===== src/design/rss_pkg.sv =====
// shared constants for the running sample statistics block
`default_nettype none
package rss_pkg;

  localparam int SAMPLE_BITS_DEF = 32;
  localparam int FRAC_BITS_DEF   = 16;
  localparam int COUNT_BITS_DEF  = 32;

  // port payload widths
  localparam int IN_DATA_W  = 32;
  localparam int OUT_FLD_W  = 32;
  localparam int VAR_W      = 64;
  localparam int OUT_DATA_W = 5 * OUT_FLD_W + VAR_W;
  localparam int OUT_USER_W = 1;

  function automatic int imax(input int a, input int b);
    return (a > b) ? a : b;
  endfunction

endpackage
`default_nettype wire


===== src/design/running_sample_statistics.sv =====
// running count, mean, variance, std deviation, min and max over a sample stream
//
//   channel | dir | tdata (lsb first)                                 | tuser
//   in_     | in  | sample                                            | -
//   out_    | out | samples_seen, average, spread_squared, spread,    | ignored
//           |     | smallest, largest                                 |
//
// one item runs through a shift-add / restoring-subtract sequencer:
// mean divide, square, fraction divide, scale multiply, variance divide and a
// two-bit-per-step square root. below two samples the variance phases are
// skipped, and a sample dropped on a full count goes straight to the done
// state. in_tready is high only while the sequencer is idle, so no new sample
// is taken before the last one is through. a finished result waits in the
// output register; the sequencer holds if that register is still occupied.
// reset is synchronous and needs no clearing pass.
`default_nettype none
module running_sample_statistics #(
  parameter int SAMPLE_BITS = rss_pkg::SAMPLE_BITS_DEF,
  parameter int FRAC_BITS   = rss_pkg::FRAC_BITS_DEF,
  parameter int COUNT_BITS  = rss_pkg::COUNT_BITS_DEF
) (
  input  wire logic                           clk,
  input  wire logic                           rst_n,
  input  wire logic                           in_tvalid,
  output logic                                in_tready,
  input  wire logic [rss_pkg::IN_DATA_W-1:0]  in_tdata,   // sample
  output logic                                out_tvalid,
  input  wire logic                           out_tready,
  // samples_seen, average, spread_squared, spread, smallest, largest
  output logic [rss_pkg::OUT_DATA_W-1:0]      out_tdata,
  output logic [rss_pkg::OUT_USER_W-1:0]      out_tuser   // ignored
);
  import rss_pkg::*;

  localparam int SW   = SAMPLE_BITS;
  localparam int F    = FRAC_BITS;
  localparam int CB   = COUNT_BITS;
  localparam int AW   = SW + 1;
  localparam int L1   = imax(AW, CB) + 1;
  localparam int SQW  = 2 * AW;
  localparam int L3   = imax(SQW, CB) + 1;
  localparam int PW   = VAR_W + CB;
  localparam int L5   = imax(imax(PW + F, SQW), CB + F) + 2;
  localparam int NW   = imax(imax(L1, L3), L5);
  localparam int RW   = CB + F;
  localparam int ML   = imax(AW, CB);
  localparam int MW   = imax(AW, VAR_W);
  localparam int SCW  = $clog2(NW + 1);
  localparam int XW   = VAR_W + F;
  localparam int XE   = XW + (XW % 2);
  localparam int RB   = XE / 2;

  typedef enum logic [2:0] {
    S_IDLE, S_MEAN, S_SQ, S_PART, S_VMUL, S_VDIV, S_SQRT, S_DONE
  } state_t;

  state_t             state_r;
  logic [CB-1:0]      cnt_r;
  logic [SW-1:0]      mean_r, min_r, max_r;
  logic [VAR_W-1:0]   var_r;
  logic [OUT_FLD_W-1:0] spread_r;
  logic               neg_r, ign_r;
  logic [AW-1:0]      ad_r;
  logic [SQW-1:0]     sq_r;
  logic [NW-1:0]      acc_r;
  logic [RW-1:0]      rem_r, den_r;
  logic [ML-1:0]      mlt_r;
  logic [MW-1:0]      opd_r;
  logic [SCW-1:0]     step_r;
  logic [XE-1:0]      sqx_r;
  logic [RB-1:0]      root_r;
  logic [RB+1:0]      srem_r;
  logic               out_valid_r;
  logic [OUT_DATA_W-1:0] out_data_r;
  logic               out_user_r;

  // datapath steps; the divide and multiply steps are shared between phases
  logic [RW:0]        div_cat;
  logic               div_ge;
  logic [RW-1:0]      div_rem_nxt;
  logic [NW-1:0]      div_acc_nxt, mul_acc_nxt;
  logic [RB+3:0]      sq_cat, sq_trial;
  logic               sq_ge;
  logic [RB+1:0]      srem_nxt;
  logic [RB-1:0]      root_nxt;
  logic [RB+31:0]     root_x;

  always_comb begin
    div_cat     = {rem_r, acc_r[NW-1]};
    div_ge      = div_cat >= {1'b0, den_r};
    div_rem_nxt = div_ge ? RW'(div_cat - {1'b0, den_r}) : div_cat[RW-1:0];
    div_acc_nxt = {acc_r[NW-2:0], div_ge};
    mul_acc_nxt = {acc_r[NW-2:0], 1'b0} + (mlt_r[ML-1] ? NW'(opd_r) : '0);
    sq_cat      = {srem_r, sqx_r[XE-1 -: 2]};
    sq_trial    = (RB+4)'({root_r, 2'b01});
    sq_ge       = sq_cat >= sq_trial;
    srem_nxt    = sq_ge ? (RB+2)'(sq_cat - sq_trial) : (RB+2)'(sq_cat);
    root_nxt    = {root_r[RB-2:0], sq_ge};
    root_x      = (RB+32)'(root_nxt);
  end

  // input decode
  logic [SW-1:0]      x;
  logic [AW-1:0]      d, ad;
  logic [CB-1:0]      n_in;
  logic               full;
  assign x    = SW'(in_tdata);
  assign d    = {x[SW-1], x} - {mean_r[SW-1], mean_r};
  assign ad   = d[AW-1] ? AW'(-d) : d;
  assign n_in = cnt_r + CB'(1);
  assign full = (cnt_r == '1);

  logic [AW-1:0]      q;
  logic [SQW-1:0]     part;
  logic [PW-1:0]      prod;
  logic [VAR_W-1:0]   var_new;
  assign q       = div_acc_nxt[AW-1:0];
  assign part    = div_acc_nxt[SQW-1:0];
  assign prod    = mul_acc_nxt[PW-1:0];
  assign var_new = (|div_acc_nxt[NW-1:VAR_W]) ? '1 : div_acc_nxt[VAR_W-1:0];

  logic last;
  always_comb begin
    case (state_r)
      S_MEAN:  last = (step_r == SCW'(L1 - 1));
      S_SQ:    last = (step_r == SCW'(AW - 1));
      S_PART:  last = (step_r == SCW'(L3 - 1));
      S_VMUL:  last = (step_r == SCW'(CB - 1));
      S_VDIV:  last = (step_r == SCW'(NW - 1));
      S_SQRT:  last = (step_r == SCW'(RB - 1));
      default: last = 1'b0;
    endcase
  end

  assign in_tready = (state_r == S_IDLE);

  always_ff @(posedge clk) begin
    if (!rst_n) begin
      state_r     <= S_IDLE;
      cnt_r       <= '0;
      mean_r      <= '0;
      var_r       <= '0;
      spread_r    <= '0;
      min_r       <= {1'b0, {(SW-1){1'b1}}};
      max_r       <= {1'b1, {(SW-1){1'b0}}};
      out_valid_r <= 1'b0;
      step_r      <= '0;
    end else begin
      // in S_DONE the output register is reloaded instead
      if (out_valid_r && out_tready && state_r != S_DONE) out_valid_r <= 1'b0;
      case (state_r)
        S_IDLE: begin
          if (in_tvalid) begin
            ign_r <= full;
            if (full) begin
              state_r <= S_DONE;
            end else begin
              cnt_r  <= n_in;
              neg_r  <= d[AW-1];
              ad_r   <= ad;
              if ($signed(x) < $signed(min_r)) min_r <= x;
              if ($signed(x) > $signed(max_r)) max_r <= x;
              acc_r  <= NW'(L1'(ad) + L1'(n_in >> 1)) << (NW - L1);
              rem_r  <= '0;
              den_r  <= RW'(n_in);
              step_r <= '0;
              state_r <= S_MEAN;
            end
          end
        end
        S_MEAN: begin
          if (last) begin
            mean_r <= neg_r ? mean_r - SW'(q) : mean_r + SW'(q);
            step_r <= '0;
            if (cnt_r < CB'(2)) begin
              var_r   <= '0;
              sqx_r   <= '0;
              srem_r  <= '0;
              root_r  <= '0;
              state_r <= S_SQRT;
            end else begin
              acc_r   <= '0;
              opd_r   <= MW'(ad_r);
              mlt_r   <= ML'(ad_r) << (ML - AW);
              state_r <= S_SQ;
            end
          end else begin
            acc_r  <= div_acc_nxt;
            rem_r  <= div_rem_nxt;
            step_r <= step_r + SCW'(1);
          end
        end
        S_SQ: begin
          if (last) begin
            sq_r    <= mul_acc_nxt[SQW-1:0];
            // ceil(sq / n) as floor((sq + n - 1) / n)
            acc_r   <= NW'(L3'(mul_acc_nxt[SQW-1:0]) + L3'(cnt_r - CB'(1))) << (NW - L3);
            rem_r   <= '0;
            step_r  <= '0;
            state_r <= S_PART;
          end else begin
            acc_r  <= mul_acc_nxt;
            mlt_r  <= {mlt_r[ML-2:0], 1'b0};
            step_r <= step_r + SCW'(1);
          end
        end
        S_PART: begin
          if (last) begin
            sq_r    <= sq_r - part;
            acc_r   <= '0;
            opd_r   <= MW'(var_r);
            mlt_r   <= ML'(cnt_r - CB'(2)) << (ML - CB);
            step_r  <= '0;
            state_r <= S_VMUL;
          end else begin
            acc_r  <= div_acc_nxt;
            rem_r  <= div_rem_nxt;
            step_r <= step_r + SCW'(1);
          end
        end
        S_VMUL: begin
          if (last) begin
            // numerator rounds half up against (n-1) << F
            acc_r   <= (NW'(prod) << F) + NW'(sq_r)
                       + NW'((RW'(cnt_r - CB'(1)) << F) >> 1);
            den_r   <= RW'(cnt_r - CB'(1)) << F;
            rem_r   <= '0;
            step_r  <= '0;
            state_r <= S_VDIV;
          end else begin
            acc_r  <= mul_acc_nxt;
            mlt_r  <= {mlt_r[ML-2:0], 1'b0};
            step_r <= step_r + SCW'(1);
          end
        end
        S_VDIV: begin
          if (last) begin
            var_r   <= var_new;
            sqx_r   <= XE'(var_new) << F;
            srem_r  <= '0;
            root_r  <= '0;
            step_r  <= '0;
            state_r <= S_SQRT;
          end else begin
            acc_r  <= div_acc_nxt;
            rem_r  <= div_rem_nxt;
            step_r <= step_r + SCW'(1);
          end
        end
        S_SQRT: begin
          if (last) begin
            spread_r <= (|(root_x >> 32)) ? '1 : root_x[31:0];
            state_r  <= S_DONE;
          end else begin
            sqx_r  <= {sqx_r[XE-3:0], 2'b00};
            srem_r <= srem_nxt;
            root_r <= root_nxt;
            step_r <= step_r + SCW'(1);
          end
        end
        S_DONE: begin
          if (!out_valid_r || out_tready) begin
            out_valid_r <= 1'b1;
            out_data_r  <= {OUT_FLD_W'($signed(max_r)), OUT_FLD_W'($signed(min_r)),
                            spread_r, var_r, OUT_FLD_W'($signed(mean_r)),
                            OUT_FLD_W'(cnt_r)};
            out_user_r  <= ign_r;
            state_r     <= S_IDLE;
          end
        end
        default: state_r <= S_IDLE;
      endcase
    end
  end

  assign out_tvalid = out_valid_r;
  assign out_tdata  = out_data_r;
  assign out_tuser  = out_user_r;

`ifndef SYNTHESIS
  a_busy_after_take: assert property (@(posedge clk) disable iff (!rst_n)
    in_tvalid && in_tready |=> !in_tready)
    else $error("sequencer took a second transfer while busy");
  a_ignored_full: assert property (@(posedge clk) disable iff (!rst_n)
    out_tvalid && out_tuser[0] |-> cnt_r == '1)
    else $error("ignored flag without a full count");
  a_var_low_count: assert property (@(posedge clk) disable iff (!rst_n)
    out_tvalid && out_tdata[31:1] == 31'd0 |-> out_tdata[127:64] == 64'd0
      && out_tdata[159:128] == 32'd0)
    else $error("nonzero spread below two samples");
`endif

endmodule
`default_nettype wire

===== config.mk =====
export PLATFORM = sky130hd
export DESIGN_NAME = running_sample_statistics
export DESIGN_NICKNAME = d
export VERILOG_FILES = /design/src/design/rss_pkg.sv /design/src/design/running_sample_statistics.sv
export SDC_FILE = /design/constraint.sdc
export NUM_CORES = 2
export LEC_CHECK = 0
export BUFFER_PORTS_ARGS = -buffer_cell sky130_fd_sc_hd__buf_2
export CORE_MARGIN = 3
export CORE_UTILIZATION = 30
export CTS_CLUSTER_SIZE = 40
export DETAILED_ROUTE_END_ITERATION = 8
export PLACE_DENSITY_LB_ADDON = 0.1
export SLEW_MARGIN = 10
export SYNTH_ARGS = -nofsm -noshare
export SYNTH_HDL_FRONTEND = slang
export SYNTH_SLANG_ARGS = --single-unit

===== constraint.sdc =====
create_clock -name clk -period 22.3 [get_ports clk]
set_clock_uncertainty 0.2 [all_clocks]
set_input_delay 3.345 -clock clk [delete_from_list [all_inputs] [get_ports clk]]
set_output_delay 3.345 -clock clk [all_outputs]
set_load 0.1 [all_outputs]

* After elaboration in Yosys (flattened, before gate mapping)
Index checks and enable logic that the tools add are counted.
Operators by class: $add $sub $neg 17, $lt $le $gt $ge 5, eq/ne operators 32, muxes and demuxes 76, bitwise logic cells 1, reductions and logical operators 37
Operator list (number):
- 114-bit two-way mux | 8
- 114-bit one-hot mux with 6 select lines | 1
- 64-bit two-way mux | 8
- 48-bit two-way mux | 8
- 80-bit two-way mux | 4
- 64-bit one-hot mux with 2 select lines | 2
- 80-bit one-hot mux with 3 select lines | 1
- 42-bit two-way mux | 5
- 33-bit two-way mux | 5
- 40-bit two-way mux | 4
- 48-bit one-hot mux with 3 select lines | 1
- 66-bit two-way mux | 2
- 66-bit one-hot mux with 2 select lines | 1
- 42-bit one-hot mux with 3 select lines | 1
- 40-bit one-hot mux with 3 select lines | 1
- 113-bit by 63-bit adder with 114-bit output | 1
- 114-bit by 64-bit adder with 114-bit output | 1
- 112-bit by 66-bit adder with 113-bit output | 1
- 33-bit one-hot mux with 3 select lines | 1
- 48-bit one-hot mux with 2 select lines | 1
- 66-bit by 67-bit adder with 67-bit output | 1
- 32-bit by 1-bit subtractor with 33-bit output, second input constant | 2
- 66-bit subtractor | 1
- 32-bit two-way mux | 2
- other kinds (50) | 105
Word-level totals: bits in registers 1030, input bits 36

* Longest topological paths before layout
depth in word-level cells 7, depth in mapped cells 40, mapped depth without buffers 37

* Worst setup path after synthesis
Ideal clock, no wire load.
path kind input-to-reg, from input port rst_n, to register out_data_r[0] (netlist: out_tdata[0]) (enable), setup time 1.132 ns, arrival 20.085 ns, required time 20.968 ns, setup slack 0.882 ns, cell stages on the path 4, cells stage by stage clkbuf_1 -> inv_1 -> clkbuf_1 -> nor3b_1
Between the ends: longest elaborated chain between the ends 1
RTL lines:
- start: declaration | RTL line running_sample_statistics.sv:23 | input wire logic rst_n,
- 3-bit AND reduction (no line)
- end signal: assignment | RTL line running_sample_statistics.sv:264 | out_data_r <= {OUT_FLD_W'($signed(max_r)), OUT_FLD_W'($signed(min_r)),
- end: declaration | RTL line running_sample_statistics.sv:74 | logic [OUT_DATA_W-1:0] out_data_r;
Every way passes these cells. A chain may end at the register's enable or synchronous reset.

* Final worst setup path
from input port in_tdata[0] in the netlist's numbering, to register acc_r[112], data pin
Between the ends: longest elaborated chain between the ends 7
RTL lines:
- start: declaration | RTL line running_sample_statistics.sv:26 | input wire logic [rss_pkg::IN_DATA_W-1:0] in_tdata,
- 32-bit by 32-bit subtractor with 33-bit output (*) | RTL line running_sample_statistics.sv:108 | assign d = {x[SW-1], x} - {mean_r[SW-1], mean_r};
- 33-bit negator | RTL line running_sample_statistics.sv:109 | assign ad = d[AW-1] ? AW'(-d) : d;
- 33-bit two-way mux (*) | RTL line running_sample_statistics.sv:109
- named net ad[2] | RTL line running_sample_statistics.sv:104 | logic [AW-1:0] d, ad;
- 33-bit by 31-bit adder with 34-bit output (*) | RTL line running_sample_statistics.sv:163 | acc_r <= NW'(L1'(ad) + L1'(n_in >> 1)) << (NW - L1);
- 114-bit two-way mux (*) | RTL line running_sample_statistics.sv:155 | if (full) begin
- 114-bit two-way mux (*) | RTL line running_sample_statistics.sv:153 | if (in_tvalid) begin
- 114-bit one-hot mux with 6 select lines (*) | RTL line running_sample_statistics.sv:151 | case (state_r)
- end signal: assignment | RTL line running_sample_statistics.sv:163
- end signal: assignment | RTL line running_sample_statistics.sv:188 | acc_r <= div_acc_nxt;
- end signal: assignment | RTL line running_sample_statistics.sv:197 | acc_r <= NW'(L3'(mul_acc_nxt[SQW-1:0]) + L3'(cnt_r - CB'(1))) << (NW - L3);
- end: declaration | RTL line running_sample_statistics.sv:65 | logic [NW-1:0] acc_r;
The timed path passes the listed nets; every way through them passes the cells marked *. The select of a mux whose other input is x is not followed.

==> impl_metrics.csv <==
group,metric,value,unit
outcome,outcome,"finished, final reports clean",
logic_synthesis,ys_ff_latch,1014,
sta,fin_tns_setup,0,ns
setup_path,worst_r2r_endpoint,"acc_r[109]$_DFFE_PP_",
global_routing,grt_pass1_vias,58900,
clocking,htree_levels,4,
setup_path,path_max_fanout,30,
global_routing,grt_pass1_wl,422,mm
placed_design,dpl.hpwl,229,mm
logic_synthesis,syn_area_per_cell,9.00,µm²
detailed_routing,drt-initial-drc-count,5671,
detailed_routing,viasPerCell,5.39,
pwr,p_per_area,92.1,nW/µm²
setup_path,cp_data_arrival_time,10.94,ns
floorplan,core_area,236000,µm²
setup_path,cp-endpoint,"acc_r[112]$_DFFE_PP_",
floorplan,fp-row-count,178,
logic_synthesis,synth_top_area_share,32.9,%
sta,max_freq,95.4,MHz
finish,layout_commonest_cell,"nand2_1",
finish,syn2layout_area_growth,13.9,%
sta,holdWs,0.232,ns
clocking,cts_sinks,1014,
finish,mostFrequentLayoutCells,"nand2_1, edfxtp_1, a21oi_1",
placed_design,place_ws,11.16,ns
floorplan,dieArea,243000,µm²
sta,period_minus_slack,10.48,ns
sta,rsz0062_at_grt,"no",
setup_path,r2r_slack,12.05,ns
sta,worst_pin_slew,1.26,ns
clocking,post-cts-setup-buffers,0,
global_routing,grt_usage,23.4,%
clocking,root_buffer,"clkbuf_16",
min_path,hold_path_class,"reg -> reg",
global_routing,antenna_found_initial,19,
logic_synthesis,yosysWarnings,0,
setup_path,crit_path_start,"in_tdata[0]",
clocking,clk_latency,0.82,ns
finish,nets,8701,
logic_synthesis,postSynthCellCount,7907,
logic_synthesis,synth_fp_nets,8502,
logic_synthesis,synthTopCellsByArea,"edfxtp_1, ha_1, dfxtp_1, a21oi_1, xnor2_1",
logic_synthesis,syn_area,71200,µm²
detailed_routing,ant_nets,0,
finish,fillers,24600,
floorplan,start_util,30.2,%
clocking,cts_hold_buffers,0,
sta,worst_slew_margin_rel,16.3,%
clocking,cts_resized,0,
global_routing,grt_overflow,0,
setup_path,cpMaxStageDelayCell,"or4b_2",
logic_synthesis,async_reset_ff_share,0,%
clocking,cts_tree,"built",
setup_path,crit_top_cell,"a21oi_1",
sta,finalHoldViolations,0,
detailed_routing,num_vias,61300,
sta,setup_ws,11.82,ns
job,cap_violations,0,
pwr,irDropWorstVdd,75.3,µV
setup_path,startpoint_type,"input pin",
setup_path,worstSetupPathType,"in -> reg",
detailed_routing,drc_errors,0,
clocking,numCtsBuffers,133,
floorplan,num_io_pins,263,
floorplan,dieWidth,493,µm
finish,postLayoutCoreUtil,34.4,%
logic_synthesis,synth_largest_area_cell,"edfxtp_1",
floorplan,dieHeight,493,µm
setup_path,max_stage_delay,0.66,ns
detailed_routing,wire_per_inst,25.8,µm
detailed_routing,routed_wirelength,294,mm
sta,finalCritPeriodShare,47.0,%
setup_path,required,22.76,ns
sta,setup_violations,0,
clocking,clk_path_buf_depth,3,
pwr,p_leak,0.0332,µW
finish,drive_above_1_share,9.44,%
global_routing,grt_max_degree,117,
sta,maxSlewViolCount,0,
logic_synthesis,ys_seq_area_share,39.5,%
logic_synthesis,synthDistinctLibCells,94,
logic_synthesis,synthFlopType,"edfxtp_1",
clocking,clk_pin_slew,0.06,ns
setup_path,r2r_cells,31,
setup_path,r2r-start,"mlt_r[32]$_DFFE_PP_",
placed_design,place.gp.congestion,0.945,
logic_synthesis,synth_edf_count,779,
setup_path,worst_setup_path_end_kind,"flip-flop",
detailed_routing,dr.pass1.iters,6,
placed_design,numPortBuffers,262,
[worst max-delay path, delay by kind of cell]
family	cells	cell delay, ns
adder cells (fa/ha/maj)	3	0.96
XOR/XNOR	1	0.10
buffers and inverters	5	0.81
AND/OR/NAND/NOR	7	1.75
AO/OA/AOI/OAI	20	3.93
[how the worst min path moves through the flow]
stage                               from                        to  cells after the start
2_1_floorplan            ign_r$_DFFE_PP_       out_tuser$_DFFE_PP_                      0
3_3_place_gp   spread_r[20]$_SDFFE_PN0P_  out_tdata[148]$_DFFE_PP_                      0
3_5_place_dp   spread_r[18]$_SDFFE_PN0P_  out_tdata[146]$_DFFE_PP_                      0
4_1_cts        spread_r[16]$_SDFFE_PN0P_  out_tdata[144]$_DFFE_PP_                      0
5_1_grt         spread_r[7]$_SDFFE_PN0P_  out_tdata[135]$_DFFE_PP_                      0
6_report       spread_r[16]$_SDFFE_PN0P_  out_tdata[144]$_DFFE_PP_                      0
[routing by layer]
layer / part of all wire (%) / wire [µm] / track usage, %
met4: 4.3 / 12500 / 9.38
met2: 44 / 129000 / 36.1
met3: 5.9 / 17200 / 3.21
met1: 46 / 135000 / 33.0
met5: 0 / 0 / 0
[final cells by class]
| type | instances | area (µm²) | area share [%] |
|---|---|---|---|
| Inverter | 599 | 2250 | 2.78 |
| Tap cell | 3150 | 3940 | 4.86 |
| Sequential cell | 1014 | 28100 | 34.7 |
| Clock inverter | 66 | 761 | 0.939 |
| Antenna cell | 7 | 17.5 | 0.0216 |
| Multi-Input combinational cell | 5930 | 39700 | 49.0 |
| Clock buffer | 177 | 3660 | 4.51 |
| Timing Repair Buffer | 428 | 2610 | 3.22 |
[registers in the layout, summed over array words and instances, names as in the netlist]
| signal | cells |
|---|---|
| rem_r | 48 |
| sqx_r | 64 |
| mean_r | 32 |
| den_r | 48 |
| opd_r | 64 |
| ign_r | 1 |
| mlt_r | 33 |
| root_r | 40 |
| step_r | 7 |
| out_tvalid | 1 |
| max_r | 32 |
| sq_r | 66 |
| out_tuser | 1 |
| spread_r | 32 |
| cnt_r | 32 |
| srem_r | 42 |
| var_r | 64 |
| state_r | 3 |
| out_tdata | 224 |
| neg_r | 1 |
| ad_r | 33 |
| min_r | 32 |
| acc_r | 114 |
[cells in the mapped netlist, drive strengths merged, types with 32 or more instances]
cell    number
or3         60
and2       124
nand2b      81
o21ai      460
fa          55
ha         504
xnor2      391
xor2       222
o31ai       32
inv        599
edfxtp     779
nand3      153
o21a        82
buf         38
a22oi       52
a21oi      724
o22ai       47
nor3       114
nand2      849
a211oi     111
o21bai      55
nand4      110
or2         33
clkbuf     326
nor2b       70
nor2       615
nor4        68
o221a       34
a221oi      33
a21o       240
dfxtp      235
mux2i       95
a31oi       52
and3        95
[through the flow]
stage | instances | area [µm²] | power (µW)
after floorplan | 7907 | 71200 | 4180
after global placement | 11100 | 76600 | 5230
after detailed placement | 11100 | 76600 | 5230
after CTS | 11400 | 81000 | 7480
after global routing | 11400 | 81000 | 7840
final | 11400 | 81000 | 7470
[power breakdown]
group / internal (µW) / switching (µW) / leakage [µW] / total (µW)
sequential: 2150 / 108 / 0.00916 / 2260
combinational: 1050 / 1940 / 0.0219 / 2990
clock: 1280 / 936 / 0.00213 / 2220
total: 4480 / 2990 / 0.0332 / 7470
[cell families (layout without fill, tap and decap cells)]
| kind of cell | count (synthesis) | count (layout) | share of synthesized area, % |
|---|---|---|---|
| buffers and inverters | 963 | 1270 | 5.11 |
| flip-flops | 1014 | 1014 | 39.5 |
| XOR/XNOR | 613 | 613 | 7.54 |
| other | 0 | 7 | 0 |
| adder cells (fa/ha/maj) | 559 | 559 | 10.4 |
| AO/OA/AOI/OAI | 2208 | 2208 | 19.8 |
| AND/OR/NAND/NOR | 2450 | 2450 | 16.2 |
| multiplexers | 100 | 100 | 1.42 |
No activity file was read; power rests on OpenSTA's default activity.
